--- src/design/ppe_pkg.sv ---
package ppe_pkg;

  localparam int MAX_DIM     = 1024;
  localparam int DIM_W       = $clog2(MAX_DIM) + 1;
  localparam int CNT_W       = $clog2(MAX_DIM);
  localparam int PAL_DEPTH   = 256;
  localparam int PAL_AW      = $clog2(PAL_DEPTH);
  localparam int COLOR_W     = 16;
  localparam int QUEUE_DEPTH = 2;

  localparam logic OP_PIXEL_DATA    = 1'b0;
  localparam logic OP_PALETTE_WRITE = 1'b1;

  localparam logic [1:0] DEPTH_1BPP = 2'd0;
  localparam logic [1:0] DEPTH_2BPP = 2'd1;
  localparam logic [1:0] DEPTH_4BPP = 2'd2;
  localparam logic [1:0] DEPTH_8BPP = 2'd3;

  localparam logic [1:0] REG_DEPTH_MODE  = 2'd0;
  localparam logic [1:0] REG_RECT_WIDTH  = 2'd1;
  localparam logic [1:0] REG_RECT_HEIGHT = 2'd2;

  typedef struct packed {
    logic               operation;
    logic [7:0]         data_byte;
    logic [7:0]         palette_index;
    logic [COLOR_W-1:0] palette_color;
  } in_word_t;

  typedef struct packed {
    logic [COLOR_W-1:0] pixel_color;
    logic               last_of_byte;
    logic               row_end;
    logic               frame_end;
  } out_word_t;

  // classified queue entry
  typedef struct packed {
    logic               is_palette;
    logic [7:0]         pixel_byte;
    logic [PAL_AW-1:0]  pal_addr;
    logic [COLOR_W-1:0] pal_color;
  } item_t;

  typedef struct packed {
    logic [1:0]       depth_mode;
    logic [DIM_W-1:0] width;
    logic [DIM_W-1:0] height;
  } cfg_t;

  function automatic logic [DIM_W-1:0] clamp_dim(input logic [DIM_W-1:0] v);
    logic [DIM_W-1:0] r;
    r = v;
    if (v == '0) begin
      r = DIM_W'(1);
    end else if (v > DIM_W'(MAX_DIM)) begin
      r = DIM_W'(MAX_DIM);
    end
    return r;
  endfunction

endpackage

--- src/design/ppe_front.sv ---
module ppe_front (
  input  logic              clk,
  input  logic              rst,
  input  logic              in_valid,
  output logic              in_stall,
  input  ppe_pkg::in_word_t in_word,
  output logic              head_valid,
  output ppe_pkg::item_t    head_item,
  input  logic              head_pop
);
  import ppe_pkg::*;

  localparam int QA_W = (QUEUE_DEPTH > 1) ? $clog2(QUEUE_DEPTH) : 1;
  localparam int QC_W = $clog2(QUEUE_DEPTH + 1);

  item_t            q [QUEUE_DEPTH];
  logic [QA_W-1:0]  wr_ptr;
  logic [QA_W-1:0]  rd_ptr;
  logic [QC_W-1:0]  count;
  logic [QC_W-1:0]  count_next;
  logic             push;
  logic             pop;
  item_t            cls;

  assign in_stall   = (count == QC_W'(QUEUE_DEPTH));
  assign push       = in_valid && !in_stall;
  assign head_valid = (count != '0);
  assign pop        = head_pop && head_valid;
  assign head_item  = q[rd_ptr];

  // classify: keep only the fields that the item kind uses
  always_comb begin
    cls = '0;
    if (in_word.operation == OP_PALETTE_WRITE) begin
      cls.is_palette = 1'b1;
      cls.pal_addr   = PAL_AW'(in_word.palette_index);
      cls.pal_color  = in_word.palette_color;
    end else begin
      cls.pixel_byte = in_word.data_byte;
    end
  end

  always_comb begin
    case ({push, pop})
      2'b10:   count_next = count + 1'b1;
      2'b01:   count_next = count - 1'b1;
      default: count_next = count;
    endcase
  end

  always_ff @(posedge clk) begin
    if (push) begin
      q[wr_ptr] <= cls;
    end
  end

  always_ff @(posedge clk) begin
    if (rst) begin
      wr_ptr <= '0;
      rd_ptr <= '0;
      count  <= '0;
    end else begin
      if (push) begin
        wr_ptr <= (wr_ptr == QA_W'(QUEUE_DEPTH - 1)) ? '0 : wr_ptr + 1'b1;
      end
      if (pop) begin
        rd_ptr <= (rd_ptr == QA_W'(QUEUE_DEPTH - 1)) ? '0 : rd_ptr + 1'b1;
      end
      count <= count_next;
    end
  end

`ifndef SYNTH
  a_count_bound: assert property (@(posedge clk) disable iff (rst)
    count <= QC_W'(QUEUE_DEPTH))
    else $error("queue count beyond depth");
`endif

endmodule

--- config.mk ---
export PLATFORM = sky130hd
export DESIGN_NAME = ppe_front
export DESIGN_NICKNAME = d
export VERILOG_FILES = /design/src/design/ppe_pkg.sv /design/src/design/ppe_front.sv
export SDC_FILE = /design/constraint.sdc
export NUM_CORES = 1
export LEC_CHECK = 0
export ABC_CLOCK_PERIOD_IN_PS = 3340
export BUFFER_PORTS_ARGS = -buffer_cell sky130_fd_sc_hd__clkbuf_2
export CAP_MARGIN = 20
export CORE_MARGIN = 1.5
export CORE_UTILIZATION = 52
export CTS_BUF_LIST = sky130_fd_sc_hd__clkbuf_16
export DETAILED_ROUTE_END_ITERATION = 8
export PLACE_DENSITY = 0.79
export SLEW_MARGIN = 5
export SYNTH_ARGS = -nofsm -noshare
export SYNTH_HDL_FRONTEND = slang
export SYNTH_SLANG_ARGS = --single-unit
--- constraint.sdc ---
create_clock -name clk -period 3.34 [get_ports clk]
set_input_delay 0.334 -clock clk [delete_from_list [all_inputs] [get_ports clk]]
set_output_delay 0.334 -clock clk [all_outputs]
set_load 0.005 [all_outputs]
* After elaboration in Yosys (flattened, before gate mapping)
Memory sizes are Yosys's and may differ from the RTL's. A register that Yosys moved wholly into a read port is not among the register bits. Cells that the tools add are included.
Cells by class: $add $sub $neg 4, multiply operators 0, div/mod/pow operators 0, magnitude comparators 0, equal/unequal tests 3, shift operators 0, mux-type cells 10, bitwise logic cells 0, reduce and logical (&&, ||, !) cells 5
Operators by type and width (number):
- 24-bit two-way mux | 1
- 8-bit two-way mux | 1
- 1-bit two-way mux | 7
- 2-bit == test, second input constant | 2
- 2-bit one-hot mux with 2 select lines | 1
- 2-bit nonzero test | 2
- 1-bit adder, second input constant | 2
- 2-bit by 1-bit adder with 2-bit output, second input constant | 1
- 2-bit by 1-bit == test with 1-bit output, second input constant | 1
- 1-bit logical AND | 2
- 2-bit by 1-bit subtractor with 2-bit output, second input constant | 1
- 1-bit logical NOT | 1
Word-level totals: flip-flop bits (word level) 4, latch bits 0, RAM bits 66, memory bits (read-only) 0, input bits 37, output and inout port bits 35, logic and storage cells 26, memories kept 1
Memories:
- q | depth 2, bits a word 33, read ports 1, clocked after memory_dff 1, wr ports 1, line ppe_front.sv:16 | item_t q [QUEUE_DEPTH];

* Logic depth before layout (Yosys ltp)
Gate-level depths: netlist of the first run.
depth after elaboration 5, depth in mapped cells 6, depth with buffers taken out 6

* Worst setup path after synthesis of the first run
OpenSTA, ideal clock, no wires.
path kind reg2reg, start register count[0], end memory q[0][0] (netlist name) (enable), library setup time 388 ps, arrival 1557 ps, data required time 2952 ps, slack 1396 ps, stages on the path, launching flop included 5, path buffers 0, clock period less this slack 1944 ps, cells stage by stage dfxtp_1 nand2b_2 inv_2 or3_1 inv_1
On the way: word-level cells in the longest chain between the ends 5
Ends and longest elaborated chain:
- from (decl) | line ppe_front.sv:19 | logic [QC_W-1:0] count;
- from (signal assigned) | line ppe_front.sv:69 | count <= count_next;
- 2-bit == test | line ppe_front.sv:25 | assign in_stall = (count == QC_W'(QUEUE_DEPTH));
- net in_stall | line ppe_front.sv:5 | output logic in_stall,
- 1-bit logical NOT | line ppe_front.sv:26 | assign push = in_valid && !in_stall;
- 1-bit logical AND | line ppe_front.sv:26
- 1-bit two-way mux | line ppe_front.sv:52 | if (push) begin
- 1-bit two-way mux (not written as such) | line ppe_front.sv:53 | q[wr_ptr] <= cls;
- to (decl) | line ppe_front.sv:16
The timed path passes the listed nets, and every way through them passes these cells.

* Final worst setup path of the first run
start register count[0], end memory q[0][30] (netlist name) (enable)
On the way: word-level cells in the longest chain between the ends 5
Ends and longest elaborated chain (line):
- 2-bit == test | ppe_front.sv:25
- 1-bit logical NOT | ppe_front.sv:26
- 1-bit logical AND | ppe_front.sv:26
- 1-bit two-way mux | ppe_front.sv:52
- 1-bit two-way mux (not written as such) | ppe_front.sv:53
No other way between the ends.

==> summary.md, run 1 <==
| Metric | Value |
|---|---|
| Number of port buffers | `71` |
| Critical Setup Path Class | `reg2reg` |
| Setup clock skew after layout | `4.42 ps` |
| Post-route ant nets | `0` |
| Drt drc | `0` |
| Final design area excluding fillers | `3550 µm²` |
| Core footprint | `5170 µm²` |
| Required @ worst endpoint | `3370 ps` |
| DIE WIDTH | `76.5 µm` |
| Half-perimeter wire length of the detailed placement result | `2990 µm` |
| Share of layout cells above drive strength 1 | `43.7%` |
| Final-layout setup total negative slack | `0 ps` |
| Peak supply drop | `0.488 mV` |
| Share of the synthesized area in the top cell type | `70.5%` |
| Power density normalized to cell area | `776 nW/µm²` |
| Unrepaired setup endpoints after global routing | `false` |
| Synthesized netlist cell count | `164` |
| Area overhead of the layout relative to synthesis | `26.4%` |
| Number of design-rule violations left by the first detailed-router iteration | `99` |
| Placement-stage cell area | `3250 µm²` |
| Cell taking the most area after synthesis | `sky130_fd_sc_hd__edfxtp_1` |
| Average vias per placed instance | `4.96` |
| Critical path launch point type | `flip-flop` |
| CTS hold repair buffers | `0` |
| Root buffer selected by CTS | `sky130_fd_sc_hd__clkbuf_16` |
| Most common flop cell mapped by yosys | `sky130_fd_sc_hd__edfxtp_1` |
| Slew @ Worst Pin | `795 ps` |
| Ratio of final minimum period to clock period | `61.4%` |
| Count of flip-flops with a built-in enable after synthesis | `66` |
| Arrival time of the worst setup path | `2080 ps` |
| Crit. Startpoint | `count[0]` |
| Final-report hold violation count | `0` |
| Result of the run | `finished, final reports clean` |
| Number of synthesized register bits | `71` |
| Post-CTS setup buffer count | `0` |
| Final estimated routing congestion in global placement | `0.725` |
| Worst relative slew slack | `47.0%` |
| Level count of the clock H-tree | `3` |
| Register area share after synthesis | `74.1%` |
| Minimum period implied by the final worst setup slack | `2050 ps` |
| Crit path capture type | `flip-flop` |
| Highest achievable clock rate | `0.488 GHz` |
| Source-to-sink clock delay at the later pin of the worst-skew pair | `320 ps` |
| Number of inserted diodes | `0` |
| Number of distinct library cells after synthesis | `22` |
| Max-cap violation count | `0` |
| Synthesized netlist net count | `202` |
| Static leakage power | `1.43 nW` |
| Share of flip-flops with an asynchronous set or reset after synthesis | `0%` |
| Number of clock sinks | `71` |
| Cell area after technology mapping | `2810 µm²` |
| Number of nets in the layout | `280` |
| Floorplan die area | `5850 µm²` |
| Maximum number of pins on one net before global-route repair | `35` |
| Initial core utilization | `54.3%` |
| Min-delay worst type | `in2reg` |
| Fillcell total | `351` |
| Initial antenna violation count | `0` |
| Top-Level Pins | `72` |
| Number of optimization iterations in the first detailed-route pass | `4` |
| Most common library cells after synthesis | `sky130_fd_sc_hd__edfxtp_1, sky130_fd_sc_hd__and2_1, sky130_fd_sc_hd__mux2_2, sky130_fd_sc_hd__mux2_1, sky130_fd_sc_hd__nor2b_1` |
| Worst R2R Start | `count[0]` |
| Row count | `26` |
| First-pass GRT wire length | `7760 µm` |
| Yosys synthesis warning count | `0` |
| Largest cells by area after synthesis | `sky130_fd_sc_hd__edfxtp_1, sky130_fd_sc_hd__mux2_2, sky130_fd_sc_hd__mux2_1, sky130_fd_sc_hd__and2_1, sky130_fd_sc_hd__dfxtp_1` |
| Die outline height | `76.5 µm` |
| Max Root-Sink Buffers | `2` |
| Mean Syn Cell Area | `17.1 µm²` |
| Count of instances resized after the clock tree is built | `0` |
| Design Power | `0.00276 W` |
| Detail-routed net length per standard cell | `14.6 µm` |
| Most frequent cell after synthesis | `sky130_fd_sc_hd__edfxtp_1` |
| Number of global-route vias before repair | `1680` |
| Startpoint of the lowest-slack hold path | `rst` |
| Highest fanout seen on the critical path | `17` |
| Worst R2R Setup Slack | `1290 ps` |
| Tot GR Track Use | `17.8%` |
| Number of clock buffers inserted by TritonCTS | `9` |
| Gr ovfl total | `0` |
| Final-report max-slew violation count | `0` |
| TritonCTS clock tree | `done` |
| Final number of setup-violating endpoints | `0` |
| Count of vias placed by the detailed router | `1572` |
| Clock input transition at the sequential cells of the worst setup and hold paths | `50 ps` |
| Final routed wirelength across all metal layers | `4630 µm` |
-- report_power, final --
| part | switching, W | total (W) | internal (W) |
|---|---|---|---|
| logic | 0.000294 | 0.000606 | 0.000313 |
| registers | 0.0000501 | 0.00119 | 0.00114 |
| clock network | 0.000323 | 0.000963 | 0.000641 |
-- layout by cell type, fill, tap and decap left out, types with 2 or more instances in the layout --
cell                        Yosys  final
sky130_fd_sc_hd__o21ai_0        2      2
sky130_fd_sc_hd__and2_1        24     24
sky130_fd_sc_hd__dfxtp_1        5      5
sky130_fd_sc_hd__or3_1          2      2
sky130_fd_sc_hd__clkinv_1       0      2
sky130_fd_sc_hd__edfxtp_1      66     66
sky130_fd_sc_hd__nor2_1         3      3
sky130_fd_sc_hd__mux2_2        18     18
sky130_fd_sc_hd__buf_4          0      3
sky130_fd_sc_hd__xnor2_1        2      2
sky130_fd_sc_hd__bufinv_16      0      2
sky130_fd_sc_hd__clkbuf_16      0      9
sky130_fd_sc_hd__clkbuf_2       0     71
sky130_fd_sc_hd__a21oi_1        2      2
sky130_fd_sc_hd__inv_1          2      4
sky130_fd_sc_hd__mux2_1        15     15
sky130_fd_sc_hd__nor2b_1        8      8
-- worst paths after layout --
check / end / cells past startpoint
setup / recovery: q[0][30] / 5
hold / removal: wr_ptr / 2
setup reg to reg: q[0][30] / 5
hold reg to reg: wr_ptr / 2
-- cell type report --
cell class	instances	area [µm²]	share of cell area, %
well taps	70	87.6	2.47
flip-flops and latches	71	2080	58.6
clock buffers	9	225	6.34
clock inverters	7	80.1	2.25
repair buffers	74	378	10.6
multi-input cells	83	688	19.4
inverters	3	11.3	0.317
-- logic make-up (layout without fill, tap and decap cells) --
logic type	count (synthesis)	count (layout)	synth area share, %
DFF	71	71	74.1
and+or+nand+nor	41	41	8.86
muxes	33	33	13.2
buffers and inverters	10	93	1.47
AOI/OAI and AO/OA	5	5	0.980
xor gates and xnor gates	3	3	0.935
adders and majority gates	1	1	0.445
-- state kept, by name, indices dropped and copies added (netlist names), named ones only --
name	cells
rd_ptr	1
count	2
wr_ptr	1
q	66
-- routing by layer --
metal | global-route usage, % | vias up | wire length, µm
met5 | 0 | - | 0
met2 | 29.3 | 41 | 2410
met3 | 5.75 | 10 | 256
li1 | - | 756 | -
met4 | 10.4 | 0 | 88
met1 | 20.3 | 765 | 1870
-- critical path: stages (launching register included) --
cell and delay (ps):
sky130_fd_sc_hd__dfxtp_1 400, sky130_fd_sc_hd__nand2b_2 170, sky130_fd_sc_hd__inv_2 40, sky130_fd_sc_hd__or3_1 320
sky130_fd_sc_hd__inv_1 510, sky130_fd_sc_hd__buf_4 310
-- metrics by stage --
step | worst slack, ps | hold slack [ps] | instances | utilization [%]
after floorplan | 1400 | 403 | 164 | -
after global placement | 1330 | 478 | 301 | 62.8
after detailed placement | 1270 | 488 | 301 | 62.8
after CTS | 1250 | 254 | 317 | 68.7
after global routing | 1150 | 261 | 317 | 68.7
final | 1290 | 256 | 317 | 68.7
No activity file was read; power rests on OpenSTA's default activity.
==> run 2, diff against run 1 <==
ABC_CLOCK_PERIOD_IN_PS = 2100   (was 3340)
clock period = 2.1 ns   (was 3.34 ns; I/O delays follow)
==> summary.md, run 2 (same netlist as run 1, synthesis figures left out) <==
| Metric | Value |
|---|---|
| Result of the run | `finished, final reports clean` |
| Required @ worst endpoint | `2110 ps` |
| Count of vias placed by the detailed router | `1567` |
| Final-layout setup total negative slack | `0 ps` |
| Worst relative slew slack | `62.6%` |
| Number of optimization iterations in the first detailed-route pass | `4` |
| Number of cells in the design after placement | `301` |
| Final design area excluding fillers | `3540 µm²` |
| Initial antenna violation count | `0` |
| CTS hold repair buffers | `0` |
| Final-report max-slew violation count | `0` |
| Fillcell total | `347` |
| Die outline height | `76.5 µm` |
| Peak supply drop | `0.909 mV` |
| Tot GR Track Use | `16.8%` |
| Final-report hold violation count | `0` |
| Root buffer selected by CTS | `sky130_fd_sc_hd__clkbuf_16` |
| Level count of the clock H-tree | `3` |
| Count of instances resized after the clock tree is built | `0` |
| Number of port buffers | `71` |
| Area overhead of the layout relative to synthesis | `25.9%` |
| First-pass GRT wire length | `7320 µm` |
| Unrepaired setup endpoints after global routing | `false` |
| Post-route ant nets | `0` |
| Final number of setup-violating endpoints | `0` |
| Number of global-route vias before repair | `1557` |
| Highest achievable clock rate | `0.564 GHz` |
| Post-CTS setup buffer count | `0` |
| Row count | `26` |
| Initial core utilization | `54.3%` |
| Reg with most FFs | `q` |
| Detail-routed net length per standard cell | `14.4 µm` |
| Core footprint | `5170 µm²` |
| Number of clock buffers inserted by TritonCTS | `9` |
| Gr ovfl total | `0` |
| Min-delay worst type | `in2reg` |
| Slew @ Worst Pin | `561 ps` |
| Floorplan die area | `5850 µm²` |
| Setup clock skew after layout | `4.63 ps` |
| TritonCTS clock tree | `done` |
| DIE WIDTH | `76.5 µm` |
| Number of clock sinks | `71` |
| Number of inserted diodes | `0` |
| Max Root-Sink Buffers | `2` |
| Drt drc | `0` |
| Critical path launch point type | `flip-flop` |
| Average vias per placed instance | `4.94` |
| Minimum period implied by the final worst setup slack | `1770 ps` |
| Number of cells in the finished layout apart from fillers | `317` |
| Multi-input combinational cell area | `688 µm²` |
| Clock input transition at the sequential cells of the worst setup and hold paths | `50 ps` |
| Arrival time of the worst setup path | `1790 ps` |
| Maximum number of pins on one net before global-route repair | `35` |
| Ratio of final minimum period to clock period | `84.4%` |
| Number of design-rule violations left by the first detailed-router iteration | `89` |
| Top-Level Pins | `72` |
| Final routed wirelength across all metal layers | `4560 µm` |
| Half-perimeter wire length of the detailed placement result | `2890 µm` |
| Max-cap violation count | `0` |
| Highest fanout seen on the critical path | `27` |
| Power density normalized to cell area | `1200 nW/µm²` |
| Static leakage power | `1.41 nW` |
| Number of nets in the layout | `280` |
| Min setup slack post-route | `327 ps` |
| Pre-CTS setup slack | `326 ps` |
| Final estimated routing congestion in global placement | `0.689` |
| Placement-stage cell area | `3260 µm²` |
| Flip-flop count of the largest register after layout | `66` |
| Biggest regs | `q: 66 flops, count: 2 flops` |
| Critical Setup Path Class | `reg2reg` |
| Share of layout cells above drive strength 1 | `43.3%` |
| Commonest cells after routing, fill and taps aside | `sky130_fd_sc_hd__clkbuf_2, sky130_fd_sc_hd__edfxtp_1, sky130_fd_sc_hd__and2_1` |
| Crit path capture type | `flip-flop` |
| Most frequent standard cell in the layout excluding fill and tap cells | `sky130_fd_sc_hd__clkbuf_2` |
| Sequential standard cell area | `2080 µm²` |
| Source-to-sink clock delay at the later pin of the worst-skew pair | `310 ps` |
run 2: critical path, cell delays in order, from the launching register on:
cell	delay, ps
sky130_fd_sc_hd__dfxtp_1	400
sky130_fd_sc_hd__nand2b_2	180
sky130_fd_sc_hd__inv_2	40
sky130_fd_sc_hd__or3_1	330
sky130_fd_sc_hd__inv_1	270
sky130_fd_sc_hd__buf_12	240
run 2: power by group:
group / switching [W] / internal (W)
registers: 0.0000654 / 0.00181
logic: 0.000482 / 0.000508
clock network: 0.000498 / 0.000895
run 2: cell type report:
class | count | area share, %
clock inverters | 7 | 1.52
well taps | 70 | 2.48
clock buffers | 9 | 6.36
inverters | 3 | 0.318
repair buffers | 74 | 11.0
flip-flops and latches | 71 | 58.8
multi-input cells | 83 | 19.4
run 2: stage by stage:
stage	util, %	hold slack, ps	total power [W]
after global placement	63.0	453	0.00289
after detailed placement	63.0	460	0.00291
final	68.4	130	0.00425
after floorplan	-	279	0.00249
after global routing	68.4	144	0.00446
after CTS	68.4	127	0.00429
run 2: routing by layer:
layer / up-vias / GRT usage [%] / part of all wire [%]
met5: - / 0 / 0
met4: 0 / 9.07 / 2.0
met3: 11 / 4.07 / 4.5
met2: 45 / 28.5 / 53
met1: 751 / 19.7 / 41
li1: 760 / - / -
run 2: worst paths after layout:
check | startpoint | endpoint | slack (ps) | cells after the start
setup reg to reg | count[0] | q[0][11] | 330 | 5
hold reg to reg | wr_ptr | wr_ptr | 480 | 2
setup / recovery | count[0] | q[0][11] | 330 | 5
hold / removal | rst | wr_ptr | 130 | 2
